**src/rtl/core/sdci_pkg.sv**
```systemverilog
`timescale 1ns / 1ps
package sdci_pkg;

  typedef struct packed {
    logic [1:0]  action;
    logic [7:0]  rx_byte;
    logic [22:0] block_number;
  } in_t;

  typedef struct packed {
    logic        tx_valid;
    logic [7:0]  tx_byte;
    logic        last;
    logic [4:0]  expect_len;
    logic [7:0]  clock_div;
    logic        init_done;
    logic        init_failed;
    logic [15:0] card_address;
  } out_t;

  localparam logic [1:0] ACT_START   = 2'd0;
  localparam logic [1:0] ACT_RESP    = 2'd1;
  localparam logic [1:0] ACT_TIMEOUT = 2'd2;
  localparam logic [1:0] ACT_READ    = 2'd3;

  localparam logic [1:0] RUN_STATUS = 2'd0;
  localparam logic [1:0] RUN_START  = 2'd1;
  localparam logic [1:0] RUN_FRAME  = 2'd2;

  localparam logic CFG_INIT_DIV = 1'b0;
  localparam logic CFG_RUN_DIV  = 1'b1;

  localparam logic [7:0]  INIT_DIV_RESET = 8'd250;
  localparam logic [7:0]  RUN_DIV_RESET  = 8'd3;
  localparam logic [7:0]  CMD_START_BITS = 8'h40;
  localparam logic [6:0]  CRC7_POLY      = 7'h09;
  localparam logic [31:0] CMD8_ARG       = 32'h0000_01AA;
  localparam logic [31:0] ACMD41_ARG     = 32'h0030_0000;
  localparam logic [31:0] ACMD6_ARG      = 32'h0000_0002;
  localparam logic [4:0]  RESP_LEN       = 5'd6;
  localparam logic [4:0]  RESP_LEN_CID   = 5'd17;

  localparam logic [5:0] CMD_GO_IDLE   = 6'd0;
  localparam logic [5:0] CMD_ALL_CID   = 6'd2;
  localparam logic [5:0] CMD_SEND_RCA  = 6'd3;
  localparam logic [5:0] CMD_SET_BUS   = 6'd6;
  localparam logic [5:0] CMD_SELECT    = 6'd7;
  localparam logic [5:0] CMD_IF_COND   = 6'd8;
  localparam logic [5:0] CMD_READ      = 6'd17;
  localparam logic [5:0] CMD_OP_COND   = 6'd41;
  localparam logic [5:0] CMD_APP       = 6'd55;

  typedef struct packed {
    logic        valid;
    logic [1:0]  kind;
    logic [5:0]  idx;
    logic [31:0] arg;
    logic [4:0]  expect_len;
  } cmd_t;

  typedef struct packed {
    logic [7:0]  clock_div;
    logic        init_done;
    logic        init_failed;
    logic [15:0] card_address;
  } status_t;

endpackage

```
**src/rtl/core/sdci_frame.sv**
```systemverilog
`timescale 1ns / 1ps
module sdci_frame (
  input  logic             clk_i,
  input  logic             rst_ni,
  input  sdci_pkg::cmd_t    cmd_i,
  input  sdci_pkg::status_t status_i,
  output logic             busy_o,
  output logic             out_valid_o,
  input  logic             out_ready_i,
  output sdci_pkg::out_t    out_data_o
);
  import sdci_pkg::*;

  localparam logic [1:0] S_IDLE  = 2'd0;
  localparam logic [1:0] S_LOAD  = 2'd1;
  localparam logic [1:0] S_SHIFT = 2'd2;
  localparam logic [1:0] S_SEND  = 2'd3;

  logic [1:0]  state_q, state_d;
  logic [1:0]  kind_q, kind_d;
  logic [5:0]  idx_q, idx_d;
  logic [31:0] arg_q, arg_d;
  logic [4:0]  exp_q, exp_d;
  logic [3:0]  pos_q, pos_d;
  logic [2:0]  bit_q, bit_d;
  logic [6:0]  crc_q, crc_d;

  logic        second, dummy, need_shift, at_last, fbk;
  logic [3:0]  fb_wide, last_pos;
  logic [2:0]  fb;
  logic [5:0]  cur_idx;
  logic [31:0] cur_arg;
  logic [7:0]  byte_val, tx_byte;
  logic [6:0]  crc_in, crc_nx;

  always_comb begin
    second  = (kind_q == RUN_START) && (pos_q >= 4'd7);
    dummy   = (kind_q == RUN_START) && (pos_q == 4'd6);
    fb_wide = second ? (pos_q - 4'd7) : pos_q;
    fb      = fb_wide[2:0];
    if (kind_q == RUN_START) begin
      cur_idx = second ? CMD_IF_COND : CMD_GO_IDLE;
      cur_arg = second ? CMD8_ARG : 32'd0;
    end else begin
      cur_idx = idx_q;
      cur_arg = arg_q;
    end
    case (kind_q)
      RUN_START: last_pos = 4'd12;
      RUN_FRAME: last_pos = 4'd5;
      default:   last_pos = 4'd0;
    endcase
    at_last = (pos_q == last_pos);
    case (fb)
      3'd0:    byte_val = CMD_START_BITS | {2'b00, cur_idx};
      3'd1:    byte_val = cur_arg[31:24];
      3'd2:    byte_val = cur_arg[23:16];
      3'd3:    byte_val = cur_arg[15:8];
      3'd4:    byte_val = cur_arg[7:0];
      default: byte_val = {crc_q, 1'b1};
    endcase
    if (kind_q == RUN_STATUS) begin
      tx_byte = 8'd0;
    end else if (dummy) begin
      tx_byte = 8'hFF;
    end else begin
      tx_byte = byte_val;
    end
    need_shift = (kind_q != RUN_STATUS) && !dummy && (fb < 3'd5);
    crc_in = ((fb == 3'd0) && (bit_q == 3'd0)) ? 7'd0 : crc_q;
    fbk    = byte_val[~bit_q] ^ crc_in[6];
    crc_nx = {crc_in[5:0], 1'b0} ^ (fbk ? CRC7_POLY : 7'd0);
  end

  always_comb begin
    state_d = state_q;
    kind_d  = kind_q;
    idx_d   = idx_q;
    arg_d   = arg_q;
    exp_d   = exp_q;
    pos_d   = pos_q;
    bit_d   = bit_q;
    crc_d   = crc_q;
    case (state_q)
      S_IDLE: begin
        if (cmd_i.valid) begin
          kind_d  = cmd_i.kind;
          idx_d   = cmd_i.idx;
          arg_d   = cmd_i.arg;
          exp_d   = cmd_i.expect_len;
          pos_d   = 4'd0;
          state_d = S_LOAD;
        end
      end
      S_LOAD: begin
        bit_d   = 3'd0;
        state_d = need_shift ? S_SHIFT : S_SEND;
      end
      S_SHIFT: begin
        crc_d = crc_nx;
        bit_d = bit_q + 3'd1;
        if (bit_q == 3'd7) begin
          state_d = S_SEND;
        end
      end
      S_SEND: begin
        if (out_ready_i) begin
          if (at_last) begin
            state_d = S_IDLE;
          end else begin
            pos_d   = pos_q + 4'd1;
            state_d = S_LOAD;
          end
        end
      end
      default: state_d = S_IDLE;
    endcase
  end

  always_ff @(posedge clk_i or negedge rst_ni) begin
    if (!rst_ni) begin
      state_q <= S_IDLE;
      kind_q  <= RUN_STATUS;
      pos_q   <= 4'd0;
      bit_q   <= 3'd0;
    end else begin
      state_q <= state_d;
      kind_q  <= kind_d;
      pos_q   <= pos_d;
      bit_q   <= bit_d;
    end
  end

  always_ff @(posedge clk_i) begin
    idx_q <= idx_d;
    arg_q <= arg_d;
    exp_q <= exp_d;
    crc_q <= crc_d;
  end

  assign busy_o      = (state_q != S_IDLE);
  assign out_valid_o = (state_q == S_SEND);

  always_comb begin
    out_data_o.tx_valid     = (kind_q != RUN_STATUS);
    out_data_o.tx_byte      = tx_byte;
    out_data_o.last         = at_last;
    out_data_o.expect_len   = at_last ? exp_q : 5'd0;
    out_data_o.clock_div    = status_i.clock_div;
    out_data_o.init_done    = status_i.init_done;
    out_data_o.init_failed  = status_i.init_failed;
    out_data_o.card_address = status_i.card_address;
  end

endmodule

```
**src/rtl/core/sdci_ctrl.sv**
```systemverilog
`timescale 1ns / 1ps
module sdci_ctrl (
  input  logic             clk_i,
  input  logic             rst_ni,
  input  logic             in_valid_i,
  output logic             in_ready_o,
  input  sdci_pkg::in_t     in_data_i,
  input  logic             cfg_we_i,
  input  logic             cfg_index_i,
  input  logic [7:0]       cfg_data_i,
  input  logic             busy_i,
  output sdci_pkg::cmd_t    cmd_o,
  output sdci_pkg::status_t status_o
);
  import sdci_pkg::*;

  localparam logic [3:0] PH_IDLE   = 4'd0;
  localparam logic [3:0] PH_W8     = 4'd1;
  localparam logic [3:0] PH_W55A   = 4'd2;
  localparam logic [3:0] PH_W41    = 4'd3;
  localparam logic [3:0] PH_W2     = 4'd4;
  localparam logic [3:0] PH_W3     = 4'd5;
  localparam logic [3:0] PH_W7     = 4'd6;
  localparam logic [3:0] PH_W55B   = 4'd7;
  localparam logic [3:0] PH_W6     = 4'd8;
  localparam logic [3:0] PH_READY  = 4'd9;
  localparam logic [3:0] PH_WREAD  = 4'd10;
  localparam logic [3:0] PH_FAILED = 4'd11;

  logic [3:0]  phase_q, phase_d;
  logic [4:0]  br_q, br_d, br_inc, need;
  logic [7:0]  r1_q, r1_d, r2_q, r2_d;
  logic [15:0] rca_q, rca_d;
  logic        sel_q, sel_d, done_q, done_d, fail_q, fail_d;
  logic [7:0]  init_div_q, run_div_q, div;
  cmd_t        cmd_q, cmd_d;
  logic        accept, waiting;

  assign in_ready_o = !busy_i && !cmd_q.valid;
  assign accept     = in_valid_i && in_ready_o;
  assign waiting    = (phase_q >= PH_W8) && (phase_q <= PH_WREAD) && (phase_q != PH_READY);
  assign need       = (phase_q == PH_W2) ? RESP_LEN_CID : RESP_LEN;
  assign br_inc     = br_q + 5'd1;

  always_comb begin
    phase_d = phase_q;
    br_d    = br_q;
    r1_d    = r1_q;
    r2_d    = r2_q;
    rca_d   = rca_q;
    sel_d   = sel_q;
    done_d  = done_q;
    fail_d  = fail_q;
    cmd_d   = '0;
    if (accept) begin
      cmd_d.valid = 1'b1;
      cmd_d.kind  = RUN_STATUS;
      case (in_data_i.action)
        ACT_START: begin
          done_d  = 1'b0;
          fail_d  = 1'b0;
          rca_d   = 16'd0;
          sel_d   = 1'b0;
          r1_d    = 8'd0;
          r2_d    = 8'd0;
          phase_d = PH_W8;
          br_d    = 5'd0;
          cmd_d.kind       = RUN_START;
          cmd_d.expect_len = RESP_LEN;
        end
        ACT_RESP: begin
          if (waiting) begin
            if (br_q == 5'd1) r1_d = in_data_i.rx_byte;
            if (br_q == 5'd2) r2_d = in_data_i.rx_byte;
            br_d = br_inc;
            if (br_inc >= need) begin
              br_d             = 5'd0;
              cmd_d.kind       = RUN_FRAME;
              cmd_d.expect_len = RESP_LEN;
              case (phase_q)
                PH_W8: begin
                  cmd_d.idx = CMD_APP;
                  phase_d   = PH_W55A;
                end
                PH_W55A: begin
                  cmd_d.idx = CMD_OP_COND;
                  cmd_d.arg = ACMD41_ARG;
                  phase_d   = PH_W41;
                end
                PH_W41: begin
                  if (r1_q[7]) begin
                    cmd_d.idx        = CMD_ALL_CID;
                    cmd_d.expect_len = RESP_LEN_CID;
                    phase_d          = PH_W2;
                  end else begin
                    cmd_d.idx = CMD_APP;
                    phase_d   = PH_W55A;
                  end
                end
                PH_W2: begin
                  cmd_d.idx = CMD_SEND_RCA;
                  phase_d   = PH_W3;
                end
                PH_W3: begin
                  rca_d     = {r1_q, r2_q};
                  cmd_d.idx = CMD_SELECT;
                  cmd_d.arg = {r1_q, r2_q, 16'd0};
                  phase_d   = PH_W7;
                end
                PH_W7: begin
                  cmd_d.idx = CMD_APP;
                  cmd_d.arg = {rca_q, 16'd0};
                  phase_d   = PH_W55B;
                end
                PH_W55B: begin
                  cmd_d.idx = CMD_SET_BUS;
                  cmd_d.arg = ACMD6_ARG;
                  phase_d   = PH_W6;
                end
                PH_W6: begin
                  cmd_d.kind       = RUN_STATUS;
                  cmd_d.expect_len = 5'd0;
                  sel_d            = 1'b1;
                  done_d           = 1'b1;
                  phase_d          = PH_READY;
                end
                default: begin
                  cmd_d.kind       = RUN_STATUS;
                  cmd_d.expect_len = 5'd0;
                  phase_d          = PH_READY;
                end
              endcase
            end
          end
        end
        ACT_TIMEOUT: begin
          if (phase_q == PH_WREAD) begin
            phase_d = PH_READY;
            br_d    = 5'd0;
          end else if (waiting) begin
            fail_d  = 1'b1;
            phase_d = PH_FAILED;
            br_d    = 5'd0;
          end
        end
        default: begin
          if (phase_q == PH_READY) begin
            cmd_d.kind       = RUN_FRAME;
            cmd_d.idx        = CMD_READ;
            cmd_d.arg        = {in_data_i.block_number, 9'd0};
            cmd_d.expect_len = RESP_LEN;
            phase_d          = PH_WREAD;
            br_d             = 5'd0;
          end
        end
      endcase
    end
  end

  always_ff @(posedge clk_i or negedge rst_ni) begin
    if (!rst_ni) begin
      phase_q    <= PH_IDLE;
      br_q       <= 5'd0;
      r1_q       <= 8'd0;
      r2_q       <= 8'd0;
      rca_q      <= 16'd0;
      sel_q      <= 1'b0;
      done_q     <= 1'b0;
      fail_q     <= 1'b0;
      cmd_q      <= '0;
      init_div_q <= INIT_DIV_RESET;
      run_div_q  <= RUN_DIV_RESET;
    end else begin
      phase_q <= phase_d;
      br_q    <= br_d;
      r1_q    <= r1_d;
      r2_q    <= r2_d;
      rca_q   <= rca_d;
      sel_q   <= sel_d;
      done_q  <= done_d;
      fail_q  <= fail_d;
      cmd_q   <= cmd_d;
      if (cfg_we_i && (cfg_index_i == CFG_INIT_DIV)) init_div_q <= cfg_data_i;
      if (cfg_we_i && (cfg_index_i == CFG_RUN_DIV))  run_div_q  <= cfg_data_i;
    end
  end

  always_comb begin
    div = sel_q ? run_div_q : init_div_q;
    if (div == 8'd0) div = 8'd1;
  end

  assign cmd_o                 = cmd_q;
  assign status_o.clock_div    = div;
  assign status_o.init_done    = done_q;
  assign status_o.init_failed  = fail_q;
  assign status_o.card_address = rca_q;

endmodule

```
**src/rtl/core/sd_card_init_command_sequencer.sv**
```systemverilog
`timescale 1ns / 1ps
// SD native-mode bring-up sequencer. Each accepted event yields a run of result
// transfers ending with last set: command frame bytes (CRC7 appended), the
// 0xFF dummy after CMD0, or one status-only transfer when nothing is sent.
// The accepted event is registered as a command before the frame unit loads it.
// Frame bytes 0 to 4 each pass through a load state and the bit-serial CRC7
// unit before they are offered; dummy, CRC and status transfers are offered
// straight after their load state. A new event is accepted only after the
// whole run of the previous one has transferred and the frame unit is idle.
// Divider registers are written through the plain write port.
module sd_card_init_command_sequencer (
  input  logic            clk_i,
  input  logic            rst_ni,
  input  logic            in_valid_i,
  output logic            in_ready_o,
  input  sdci_pkg::in_t   in_data_i,
  output logic            out_valid_o,
  input  logic            out_ready_i,
  output sdci_pkg::out_t  out_data_o,
  input  logic            cfg_we_i,
  input  logic            cfg_index_i,
  input  logic [7:0]      cfg_data_i
);
  import sdci_pkg::*;

  cmd_t    cmd;
  status_t status;
  logic    busy;

  sdci_ctrl u_ctrl (
    .clk_i       (clk_i),
    .rst_ni      (rst_ni),
    .in_valid_i  (in_valid_i),
    .in_ready_o  (in_ready_o),
    .in_data_i   (in_data_i),
    .cfg_we_i    (cfg_we_i),
    .cfg_index_i (cfg_index_i),
    .cfg_data_i  (cfg_data_i),
    .busy_i      (busy),
    .cmd_o       (cmd),
    .status_o    (status)
  );

  sdci_frame u_frame (
    .clk_i       (clk_i),
    .rst_ni      (rst_ni),
    .cmd_i       (cmd),
    .status_i    (status),
    .busy_o      (busy),
    .out_valid_o (out_valid_o),
    .out_ready_i (out_ready_i),
    .out_data_o  (out_data_o)
  );

endmodule
```
**config.mk**
```make
export PLATFORM = sky130hd
export DESIGN_NAME = sd_card_init_command_sequencer
export DESIGN_NICKNAME = d
export VERILOG_FILES = /design/src/rtl/core/sdci_pkg.sv /design/src/rtl/core/sdci_frame.sv /design/src/rtl/core/sdci_ctrl.sv /design/src/rtl/core/sd_card_init_command_sequencer.sv
export SDC_FILE = /design/constraint.sdc
export NUM_CORES = 1
export LEC_CHECK = 0
export BUFFER_PORTS_ARGS = -buffer_cell sky130_fd_sc_hd__clkbuf_2
export CAP_MARGIN = 0
export CORE_AREA = 2 2 137 139
export DETAILED_ROUTE_END_ITERATION = 6
export DIE_AREA = 0 0 139 141
export PLACE_DENSITY = 0.56
export SETUP_SLACK_MARGIN = 0.15
export SLEW_MARGIN = 30
export SYNTH_ARGS = -nofsm -noshare
export SYNTH_HDL_FRONTEND = slang
export SYNTH_SLANG_ARGS = --single-unit
export TNS_END_PERCENT = 10
```
**constraint.sdc**
```tcl
create_clock -name clk_i -period 4.1 [get_ports clk_i]
set_input_delay 0.615 -clock clk_i [delete_from_list [all_inputs] [get_ports clk_i]]
set_output_delay 0.615 -clock clk_i [all_outputs]
set_load 0.005 [all_outputs]
```
==> results.md, run 1 <==
- Tmin final: 3.610 ns
- Ys Warns: 0
- CTS tree: done
- Core box area: 0.01827 mm2
- Crit Path Category: flop to output port
- Synth Instances: 691
- CP endpoint kind: output port
- RSZ-0062 raised after global routing: false
- Fraction of layout cells with a size suffix above 1: 23.11%
- Yosys reg bits: 144
- Number of synthesized flops with an enable pin: 39
- Antenna violations before repair: 0
- Count of different cell masters after synthesis: 75
- Rows: 50
- DR vias: 5352
- Total GRT Usage: 17.82%
- Mapped cell area: 0.007112 mm2
- Period Utilization, post-route: 88.04%
- # hold bufs at CTS: 0
- DRC: 0
- Post-CTS Resized: 0
- Drt wl/cell: 16.70 um
- Final HPWL from detailed placement: 12220 um
- Drt initial violations: 506
- Multi-input logic area: 0.003022 mm2
- Final Hold Fails: 0
- Pre-CTS setup slack: 0.8051 ns
- Gr ovfl total: 0
- Seq/Total Area, Yosys: 53.55%
- Worst slew pin tran: 0.7385 ns
- Clock Skew: 0.01002 ns
- Reg area: 0.003809 mm2
- Syn Area/Cell: 10.29 um2
- Hold Path Class: input port to async pin
- Worst-Skew Late Latency: 0.43 ns
- Worst Reg-to-Reg Cells: 12
- Top_reg_cell synth: dfrtp_1
- Syn Nets: 757
- RR Startpoint: u_ctrl.phase_q[0]$_DFFE_PN0P_
- Fmax achieved: 277.0 MHz
- Post-route ant nets: 0
- CTS Buf Count: 17
- PortBufs: 88
- Static leakage: 3.672 nW
- Dpl cell area: 0.007729 mm2
- CP Max Fanout: 12
- Worst path required time: 3.48 ns
- Fillers: 1768
- Endpoints failing setup: 0
- Clock transition at path regs: 0.07 ns
- P per Cell Area: 660.4 mW/mm2
- Worst reg2reg path endpoint: u_ctrl.cmd_o[23]$_DFF_PN0_
- Setup total negative slack: 0 ns
- Vias in the first global route: 5340
- Antenna Cells: 0
- CTS Root Cell: clkbuf_16
- P&R area growth vs syn: 17.49%
- MaxCap Viol Count: 0
- First-pass GRT wire length: 27920 um
- Gpl congestion: 0.8803
- Initial DRT Pass Iterations: 5
- Routed Wire Length: 16920 um
- IO Pins: 90
- Longest Clk Path Bufs: 2
- Commonest non-fill, non-tap cell in the layout: nand2_1
- Commonest cells after routing, fill and taps aside: nand2_1, dfrtp_1, clkbuf_2, o21ai_0, nor2_1
- Die area: 0.01960 mm2
- Relative slew margins: 50.39%
- Status: complete, no violations
- Max IR drop VDD: 344.9 uV
- Worst reg2reg setup slack: 0.76 ns
- Drt via density: 5.283
- Post-CTS setup buffers: 0
- Post-route cell area: 0.008356 mm2
- Initial core utilization: 38.93%
- Total power draw: 5.518 mW
- CP startpoint kind: flop
- Arrival time at the worst endpoint: 2.99 ns
- CTS sink count: 144
- Setup WS post-layout: 0.4904 ns
- Hold WS: 0.1281 ns
- Async set-reset flop share out of synthesis: 72.92%
- Largest net degree at the start of global routing: 39
- Fin nets: 832
- Width of the die: 139 um
- Chip height: 141 um
- Final Max Tran Viols: 0
- H-tree depth: 4
## kinds of logic after synthesis
kind of cell	synth area share (%)
compound gates	16.98
xor+xnor	1.355
fa+ha+maj	3.343
buf+inv	4.152
flops	53.55
mux	4.979
other cells	0.05273
simple gates	15.59
## cell type report
type,count,area share (%)
clock buffer,17,5.091
clock inverter,15,2.381
inverter,24,1.078
multi-input combinational,481,36.16
sequential,144,45.58
tap,234,3.504
timing repair buffer,98,6.199
## worst max-delay path by stage
stage / depth (start not counted) / startpoint / slack [ns] / endpoint
after CTS: 9 / u_frame.kind_q[1]$_DFFE_PN0P_ / 0.51 / out_data_o[36]
after floorplan: 15 / u_ctrl.phase_q[3]$_DFFE_PN0P_ / 1.17 / u_ctrl.cmd_o[27]$_DFF_PN0_
after global routing: 9 / u_frame.kind_q[1]$_DFFE_PN0P_ / 0.24 / out_data_o[36]
after detailed placement: 12 / u_ctrl.phase_q[0]$_DFFE_PN0P_ / 0.81 / u_ctrl.cmd_o[34]$_DFF_PN0_
after global placement: 12 / u_ctrl.phase_q[0]$_DFFE_PN0P_ / 0.82 / u_ctrl.cmd_o[34]$_DFF_PN0_
final: 8 / u_frame.pos_q[0]$_DFFE_PN0P_ / 0.49 / out_data_o[33]
## per-layer routing
| layer | wire length (um) | GRT usage [%] |
|---|---|---|
| met1 | 7732 | 24.04 |
| met2 | 8177 | 28.91 |
| met3 | 757 | 3.906 |
| met4 | 252 | 5.688 |
| met5 | 0 | 0 |
## registers in the layout, summed over array words and instances (netlist names), 3 cells and up
register and count:
u_frame.bit_q 3, u_frame.pos_q 4, u_ctrl.r1_q 8, u_ctrl.cmd_o 35, u_ctrl.run_div_q 8, u_ctrl.r2_q 8, u_frame.crc_q 7, u_frame.idx_q 6
u_ctrl.phase_q 4, u_ctrl.br_q 5, u_ctrl.init_div_q 8, u_frame.arg_q 24, u_ctrl.rca_q 16
## power breakdown
group | switching, mW | leakage [nW] | internal, mW
Combinational | 1.09 | 1.58 | 0.749
Sequential | 0.289 | 1.79 | 1.77
Clock | 0.646 | 0.302 | 0.976
## metrics by stage
step           utilization [%]  std cells
6_report                 45.74       1013
5_1_grt                  45.74       1013
4_1_cts                  45.73       1013
3_5_place_dp             42.31        981
3_3_place_gp             42.27        981
2_1_floorplan                -        691
## critical path: stages, from the launching register on
cell and delay [ns]:
dfrtp_1 0.56, ha_1 0.45, nand2_1 0.20, a221oi_4 0.47, mux2i_1 0.14, o221ai_1 0.31, o21ai_0 0.15, a21oi_1 0.17
clkbuf_2 0.13
## cells in the mapped netlist (all sizes together), types with 3 or more instances
cell | instances | area share, %
nand2 | 98 | 5.2
dfrtp | 97 | 34
o21ai | 65 | 4.6
nor2 | 54 | 2.9
edfxtp | 39 | 16
a21oi | 32 | 2.4
clkbuf | 25 | 1.3
mux2 | 25 | 4.0
inv | 24 | 1.3
ha | 19 | 3.3
a22oi | 17 | 1.8
buf | 17 | 1.6
nand3 | 16 | 1.1
nor3 | 16 | 1.2
a22o | 14 | 1.7
nor2b | 14 | 1.2
and2 | 11 | 0.97
dfstp | 8 | 3.0
a21o | 7 | 0.74
a31oi | 7 | 0.70
xnor2 | 6 | 0.74
and3 | 5 | 0.44
mux2i | 5 | 0.70
xor2 | 5 | 0.62
a211oi | 4 | 0.49
nor4 | 4 | 0.44
or3 | 4 | 0.35
a211o | 3 | 0.37
a21boi | 3 | 0.32
a221oi | 3 | 0.70
nand2b | 3 | 0.26
nand4 | 3 | 0.26
Power figures use the tool's default switching activity.
==> run 2, diff against run 1 <==
- GPL_TIMING_DRIVEN: not set -> 0
- REMOVE_ABC_BUFFERS: not set -> 1
- SETUP_SLACK_MARGIN: 0.15 -> 0.1
==> results.md, run 2 (same netlist as run 1, synthesis figures left out) <==
- Multi-input logic area: 0.003044 mm2 (was 0.003022 mm2)
- RR Startpoint: u_ctrl.phase_q[0]$_DFFE_PN0P_ (unchanged)
- Worst reg2reg setup slack: 0.74 ns (was 0.76 ns)
- P per Cell Area: 648.3 mW/mm2 (was 660.4 mW/mm2)
- Chip height: 141 um (unchanged)
- Largest net degree at the start of global routing: 62 (was 39)
- Worst Reg-to-Reg Cells: 12 (unchanged)
- Worst slew pin tran: 0.8225 ns (was 0.7385 ns)
- Worst reg2reg path endpoint: u_ctrl.cmd_o[34]$_DFF_PN0_ (was u_ctrl.cmd_o[23]$_DFF_PN0_)
- Routed Wire Length: 16430 um (was 16920 um)
- Die area: 0.01960 mm2 (unchanged)
- Combinational cell fraction of total power: 32.4% (was 33.3%)
- Reg area: 0.003811 mm2 (was 0.003809 mm2)
- Switching pwr: 2.023 mW (about the same)
- Antenna Cells: 0 (unchanged)
- Hold Path Class: input port to async pin (unchanged)
- Width of the die: 139 um (unchanged)
- M1 GR Usage: 23.63% (was 24.04%)
- First-pass GRT wire length: 27500 um (was 27920 um)
- Rows: 50 (unchanged)
- Relative slew margins: 44.71% (was 50.39%)
- # hold bufs at CTS: 0 (unchanged)
- Total GRT Usage: 17.30% (was 17.82%)
- Sequential Power Share: 38.9% (was 37.3%)
- Placed Cells incl. Taps: 973 (was 981)
- CTS sink count: 144 (unchanged)
- Core box area: 0.01827 mm2 (unchanged)
- Initial DRT Pass Iterations: 6 (was 5)
- Total power draw: 5.402 mW (was 5.518 mW)
- Int Power: 3.379 mW (was 3.495 mW)
- Slowest CP cell: dfrtp_2 (was dfrtp_1)
- Fillers: 1749 (was 1768)
- Max IR drop VDD: 323.4 uV (was 344.9 uV)
- Fmax achieved: 271.5 MHz (was 277.0 MHz)
- P&R area growth vs syn: 17.17% (was 17.49%)
- Final HPWL from detailed placement: 11510 um (was 12220 um)
- CP endpoint kind: output port (unchanged)
- Vias in the first global route: 5413 (was 5340)
- Drt via density: 5.419 (was 5.283)
- Routing usage on met2: 27.12% (was 28.91%)
- Static leakage: 3.635 nW (was 3.672 nW)
- RSZ-0062 raised after global routing: false (unchanged)
- Period Utilization, post-route: 89.83% (was 88.04%)
- MaxCap Viol Count: 0 (unchanged)
- Met3 Resource Use GR: 4.246% (was 3.906%)
- Commonest cells after routing, fill and taps aside: nand2_1, dfrtp_1, clkbuf_2, o21ai_0, nor2_1 (unchanged)
- CTS Root Cell: clkbuf_16 (unchanged)
- Core Util, Final: 45.62% (was 45.74%)
- Commonest non-fill, non-tap cell in the layout: nand2_1 (unchanged)
- Clk pwr share: 28.7% (was 29.4%)
- Worst-Skew Late Latency: 0.42 ns (was 0.43 ns)
- PortBufs: 88 (unchanged)
- Clock transition at path regs: 0.06 ns (was 0.07 ns)
- Crit. path cell count: 8 (unchanged)
- IO Pins: 90 (unchanged)
- DRC: 0 (unchanged)
- CTS Buf Count: 17 (unchanged)
- Crit Path Category: flop to output port (unchanged)
- Non-filler instance count after layout: 1005 (was 1013)
- Worst path required time: 3.48 ns (about the same)
- Hold WS: 0.1264 ns (was 0.1281 ns)
- Gr ovfl total: 0 (unchanged)
- Fin nets: 824 (was 832)
- Busiest grt layer: met2 (unchanged)
- CP startpoint kind: flop (unchanged)
- CTS tree: done (unchanged)
- Final Max Tran Viols: 0 (unchanged)
- Post-CTS setup buffers: 0 (unchanged)
- Longest Clk Path Bufs: 2 (unchanged)
- Antenna violations before repair: 0 (unchanged)
- Pre-CTS setup slack: 0.4808 ns (was 0.8051 ns)
- Setup WS post-layout: 0.4170 ns (was 0.4904 ns)
- Initial core utilization: 38.93% (unchanged)
- Post-route ant nets: 0 (unchanged)
- Arrival time at the worst endpoint: 3.07 ns (was 2.99 ns)
- Post-route cell area: 0.008333 mm2 (was 0.008356 mm2)
- Gpl congestion: 0.9039 (was 0.8803)
- Drt initial violations: 498 (was 506)
- Fraction of layout cells with a size suffix above 1: 23.22% (was 23.11%)
- Tmin final: 3.683 ns (was 3.610 ns)
- Drt wl/cell: 16.34 um (was 16.70 um)
- Clock Skew: 0.009475 ns (was 0.01002 ns)
- DR vias: 5446 (was 5352)
- Endpoints failing setup: 0 (unchanged)
- CP delay by family, top: compound AO/OA/AOI/OAI gates (unchanged)
- Largest register FFs: 35 (unchanged)
- Setup total negative slack: 0 ns (unchanged)
- CP Max Fanout: 24 (was 12)
- CP bufs+invs: 1 (unchanged)
- H-tree depth: 4 (unchanged)
- Final Hold Fails: 0 (unchanged)
- Switching share of power: 37.45% (was 36.66%)
- CP Cell Sequence: ha_2 > nand2_1 > a221oi_4 > a31o_2 > nor2_1 > a41o_1 > a21oi_1 > clkbuf_2 (was ha_1 > nand2_1 > a221oi_4 > mux2i_1 > o221ai_1 > o21ai_0 > a21oi_1 > clkbuf_2)
- Crit-path max cell delay: 0.64 ns (was 0.56 ns)
- Status: complete, no violations (unchanged)
- Dpl cell area: 0.007737 mm2 (was 0.007729 mm2)
## run 2: cell count changes in the layout (fill, tap and decap cells not counted), moves of 2 or more
cell	before	now
inv_6	5	9
dfrtp_1	97	95
clkinv_4	3	1
bufinv_16	3	1
dfrtp_2	0	2
buf_4	11	0
buf_16	0	2
## run 2: what timing repair did
item | 4_1_cts | 5_1_grt
gates cloned | 0 | 0
setup endpoints to repair | 4 | 3
resized for setup | 2 | 1
## run 2: power by group through the flow
stage | Sequential (mW) | Combinational (mW) | Clock (mW)
floorplan | 2.02 | 1.21 | 0
global placement | 2.12 | 1.68 | 0
detailed placement | 2.13 | 1.74 | 0
CTS | 2.10 | 1.75 | 1.58
global route | 2.15 | 1.98 | 1.65
finish | 2.10 | 1.75 | 1.55
## run 2: layer usage
| layer | routed length (um) | part of all wire (%) | vias to the layer above |
|---|---|---|---|
| met5 | 0 | 0 | - |
| met4 | 278 | 1.7 | 0 |
| met3 | 844 | 5.1 | 25 |
| met2 | 7840 | 48 | 173 |
| met1 | 7460 | 45 | 2655 |
| li1 | - | - | 2593 |
## run 2: worst max path at each step
stage	start	end
final	u_frame.pos_q[0]$_DFFE_PN0P_	out_data_o[36]
after CTS	u_frame.pos_q[0]$_DFFE_PN0P_	out_data_o[35]
after detailed placement	u_frame.pos_q[1]$_DFFE_PN0P_	out_data_o[35]
after global routing	u_frame.kind_q[1]$_DFFE_PN0P_	out_data_o[33]
after floorplan	u_ctrl.phase_q[0]$_DFFE_PN0P_	u_ctrl.rca_q[0]$_DFFE_PN0P_
after global placement	in_data_i[31]	u_ctrl.rca_q[1]$_DFFE_PN0P_
## run 2: layout make-up
cell class	instances	share of cell area (%)
inverter	24	1.081
multi-input combinational	481	36.53
timing repair buffer	90	6.051
clock inverter	14	1.682
sequential	144	45.74
clock buffer	18	5.405
tap	234	3.514
==> run 3, diff against run 2 <==
- clock period: 4.1 -> 4.7 ns (I/O delays scaled with it)
==> results.md, run 3 (same netlist as run 1, synthesis figures left out) <==
- Drt initial violations: 499 (was 498)
- CTS Root Cell: clkbuf_16 (unchanged)
- MaxCap Viol Count: 0 (unchanged)
- Largest register FFs: 35 (unchanged)
- Worst path required time: 3.99 ns (was 3.48 ns)
- Largest net degree at the start of global routing: 62 (unchanged)
- Combinational cell fraction of total power: 32.5% (was 32.4%)
- PortBufs: 88 (unchanged)
- Gr ovfl total: 0 (unchanged)
- DR vias: 5426 (was 5446)
- Switching share of power: 37.46% (was 37.45%)
- Max IR drop VDD: 283.0 uV (was 323.4 uV)
- Total power draw: 4.712 mW (was 5.402 mW)
- Multi-input logic area: 0.003042 mm2 (was 0.003044 mm2)
- IO Pins: 90 (unchanged)
- P&R area growth vs syn: 17.10% (was 17.17%)
- Fillers: 1748 (was 1749)
- Die area: 0.01960 mm2 (unchanged)
- H-tree depth: 4 (unchanged)
- CTS Buf Count: 17 (unchanged)
- Crit. path cell count: 8 (unchanged)
- Slowest CP cell: dfrtp_1 (was dfrtp_2)
- # hold bufs at CTS: 0 (unchanged)
- Width of the die: 139 um (unchanged)
- Static leakage: 3.641 nW (was 3.635 nW)
- CP Cell Sequence: ha_1 > nand2_1 > a221oi_4 > a31o_2 > nor2_1 > a41o_1 > a21oi_1 > clkbuf_2 (was ha_2 > nand2_1 > a221oi_4 > a31o_2 > nor2_1 > a41o_1 > a21oi_1 > clkbuf_2)
- RR Startpoint: u_frame.pos_q[0]$_DFFE_PN0P_ (was u_ctrl.phase_q[0]$_DFFE_PN0P_)
- Drt wl/cell: 16.32 um (was 16.34 um)
- Worst-Skew Late Latency: 0.42 ns (about the same)
- Initial core utilization: 38.93% (unchanged)
- Non-filler instance count after layout: 1005 (unchanged)
- Final HPWL from detailed placement: 11510 um (unchanged)
- Total GRT Usage: 17.29% (was 17.30%)
- Post-CTS Resized: 0 (was 2)
- DRC: 0 (unchanged)
- Worst slew pin tran: 0.8193 ns (was 0.8225 ns)
- CP startpoint kind: flop (unchanged)
- Worst Reg-to-Reg Cells: 9 (was 12)
- Longest Clk Path Bufs: 2 (unchanged)
- Fmax achieved: 238.5 MHz
- Placed Cells incl. Taps: 973 (unchanged)
- CP delay by family, top: compound AO/OA/AOI/OAI gates (unchanged)
- Post-route ant nets: 0 (unchanged)
- Routed Wire Length: 16400 um (was 16430 um)
- End of the critical path: out_data_o[36] (unchanged)
- First-pass GRT wire length: 27480 um (was 27500 um)
- CTS tree: done (unchanged)
- Worst reg2reg setup slack: 1.06 ns (was 0.74 ns)
- Core box area: 0.01827 mm2 (unchanged)
- Clock transition at path regs: 0.06 ns (about the same)
- Antenna Cells: 0 (unchanged)
- Initial DRT Pass Iterations: 5 (was 6)
- Crit-path max cell delay: 0.88 ns (was 0.64 ns)
- Core Util, Final: 45.59% (was 45.62%)
- Int Power: 2.947 mW (was 3.379 mW)
- Commonest cells after routing, fill and taps aside: nand2_1, dfrtp_1, clkbuf_2, o21ai_0, nor2_1 (unchanged)
- CP Max Fanout: 24 (unchanged)
- Chip height: 141 um (unchanged)
- Drt via density: 5.399 (was 5.419)
- Final Max Tran Viols: 0 (unchanged)
- Fraction of layout cells with a size suffix above 1: 22.83% (was 23.22%)
- Status: complete, no violations (unchanged)
- Rows: 50 (unchanged)
- Endpoints failing setup: 0 (unchanged)
- Post-CTS setup buffers: 0 (unchanged)
- Fin nets: 824 (unchanged)
- Sequential Power Share: 38.9% (about the same)
- Vias in the first global route: 5417 (was 5413)
- Clock Skew: 0.009190 ns (was 0.009475 ns)
- CP startpoint: u_frame.pos_q[0]$_DFFE_PN0P_ (unchanged)
- Final Hold Fails: 0 (unchanged)
- Worst reg2reg path endpoint: u_frame.crc_q[3]$_DFFE_PP_ (was u_ctrl.cmd_o[34]$_DFF_PN0_)
- Clk pwr share: 28.6% (was 28.7%)
- CP bufs+invs: 1 (unchanged)
- P per Cell Area: 565.8 mW/mm2 (was 648.3 mW/mm2)
- Switching pwr: 1.765 mW (was 2.023 mW)
- Relative slew margins: 44.92% (was 44.71%)
- CP endpoint kind: output port (unchanged)
- RSZ-0062 raised after global routing: false (unchanged)
- Hold Path Class: input port to async pin (unchanged)
- Commonest non-fill, non-tap cell in the layout: nand2_1 (unchanged)
- Crit Path Category: flop to output port (unchanged)
- Setup total negative slack: 0 ns (unchanged)
- Tmin final: 4.193 ns
- CTS sink count: 144 (unchanged)
- Period Utilization, post-route: 89.21%
- Antenna violations before repair: 0 (unchanged)
- Reg area: 0.003809 mm2 (was 0.003811 mm2)
- Arrival time at the worst endpoint: 3.49 ns (was 3.07 ns)
- Gpl congestion: 0.9039 (unchanged)
- Hold WS: 0.2169 ns (was 0.1264 ns)
[run 3: how the worst min path moves through the flow]
stage / from / endpoint / slack (ns) / cells past startpoint
floorplan: u_ctrl.cmd_o[15]$_DFF_PN0_ / u_frame.arg_q[10]$_DFFE_PP_ / 0.40 / 0
global placement: u_ctrl.cmd_o[2]$_DFF_PN0_ / u_frame.exp_q[2]$_DFFE_PP_ / 0.40 / 0
detailed placement: u_ctrl.cmd_o[24]$_DFF_PN0_ / u_frame.arg_q[19]$_DFFE_PP_ / 0.40 / 0
CTS: rst_ni / u_ctrl.br_q[2]$_DFFE_PN0P_ / 0.21 / 1
global route: rst_ni / u_ctrl.br_q[2]$_DFFE_PN0P_ / 0.23 / 1
finish: rst_ni / u_ctrl.br_q[2]$_DFFE_PN0P_ / 0.22 / 1
[run 3: cell type report]
type / instances / area share, %
Sequential cell: 144 / 45.73
Multi-Input combinational cell: 481 / 36.52
Timing Repair Buffer: 90 / 6.055
Clock buffer: 18 / 5.409
Tap cell: 234 / 3.516
Clock inverter: 14 / 1.683
Inverter: 24 / 1.082
[run 3: worst register-to-register path: cells and delay by family (launching register included)]
family                     cells  cell delay [ns]
adders and majority gates      1             0.53
AOI/OAI and AO/OA              6             1.68
xor gates and xnor gates       1             0.10
DFF                            1             0.88
and+or+nand+nor                1             0.20
[run 3: per-stage QoR]
step           setup slack [ns]  cell area (um2)
2_1_floorplan             1.503             6907
3_3_place_gp             0.1072             7640
3_5_place_dp             0.9908             7737
4_1_cts                  0.5289             8328
5_1_grt                  0.2515             8328
6_report                 0.5070             8328
[run 3: power by group through the flow]
stage	logic, mW	clock network [mW]	registers, mW
global route	1.72	1.44	1.87
CTS	1.53	1.38	1.83
finish	1.53	1.35	1.83
floorplan	1.05	0	1.77
global placement	1.47	0	1.85
detailed placement	1.52	0	1.86
[run 3: layer usage]
metal	wire length [um]	vias up	GRT usage, %
met1	7505	2650	23.54
li1	-	2595	-
met4	288	0	6.007
met2	7814	154	27.17
met3	789	27	4.246
met5	0	-	0
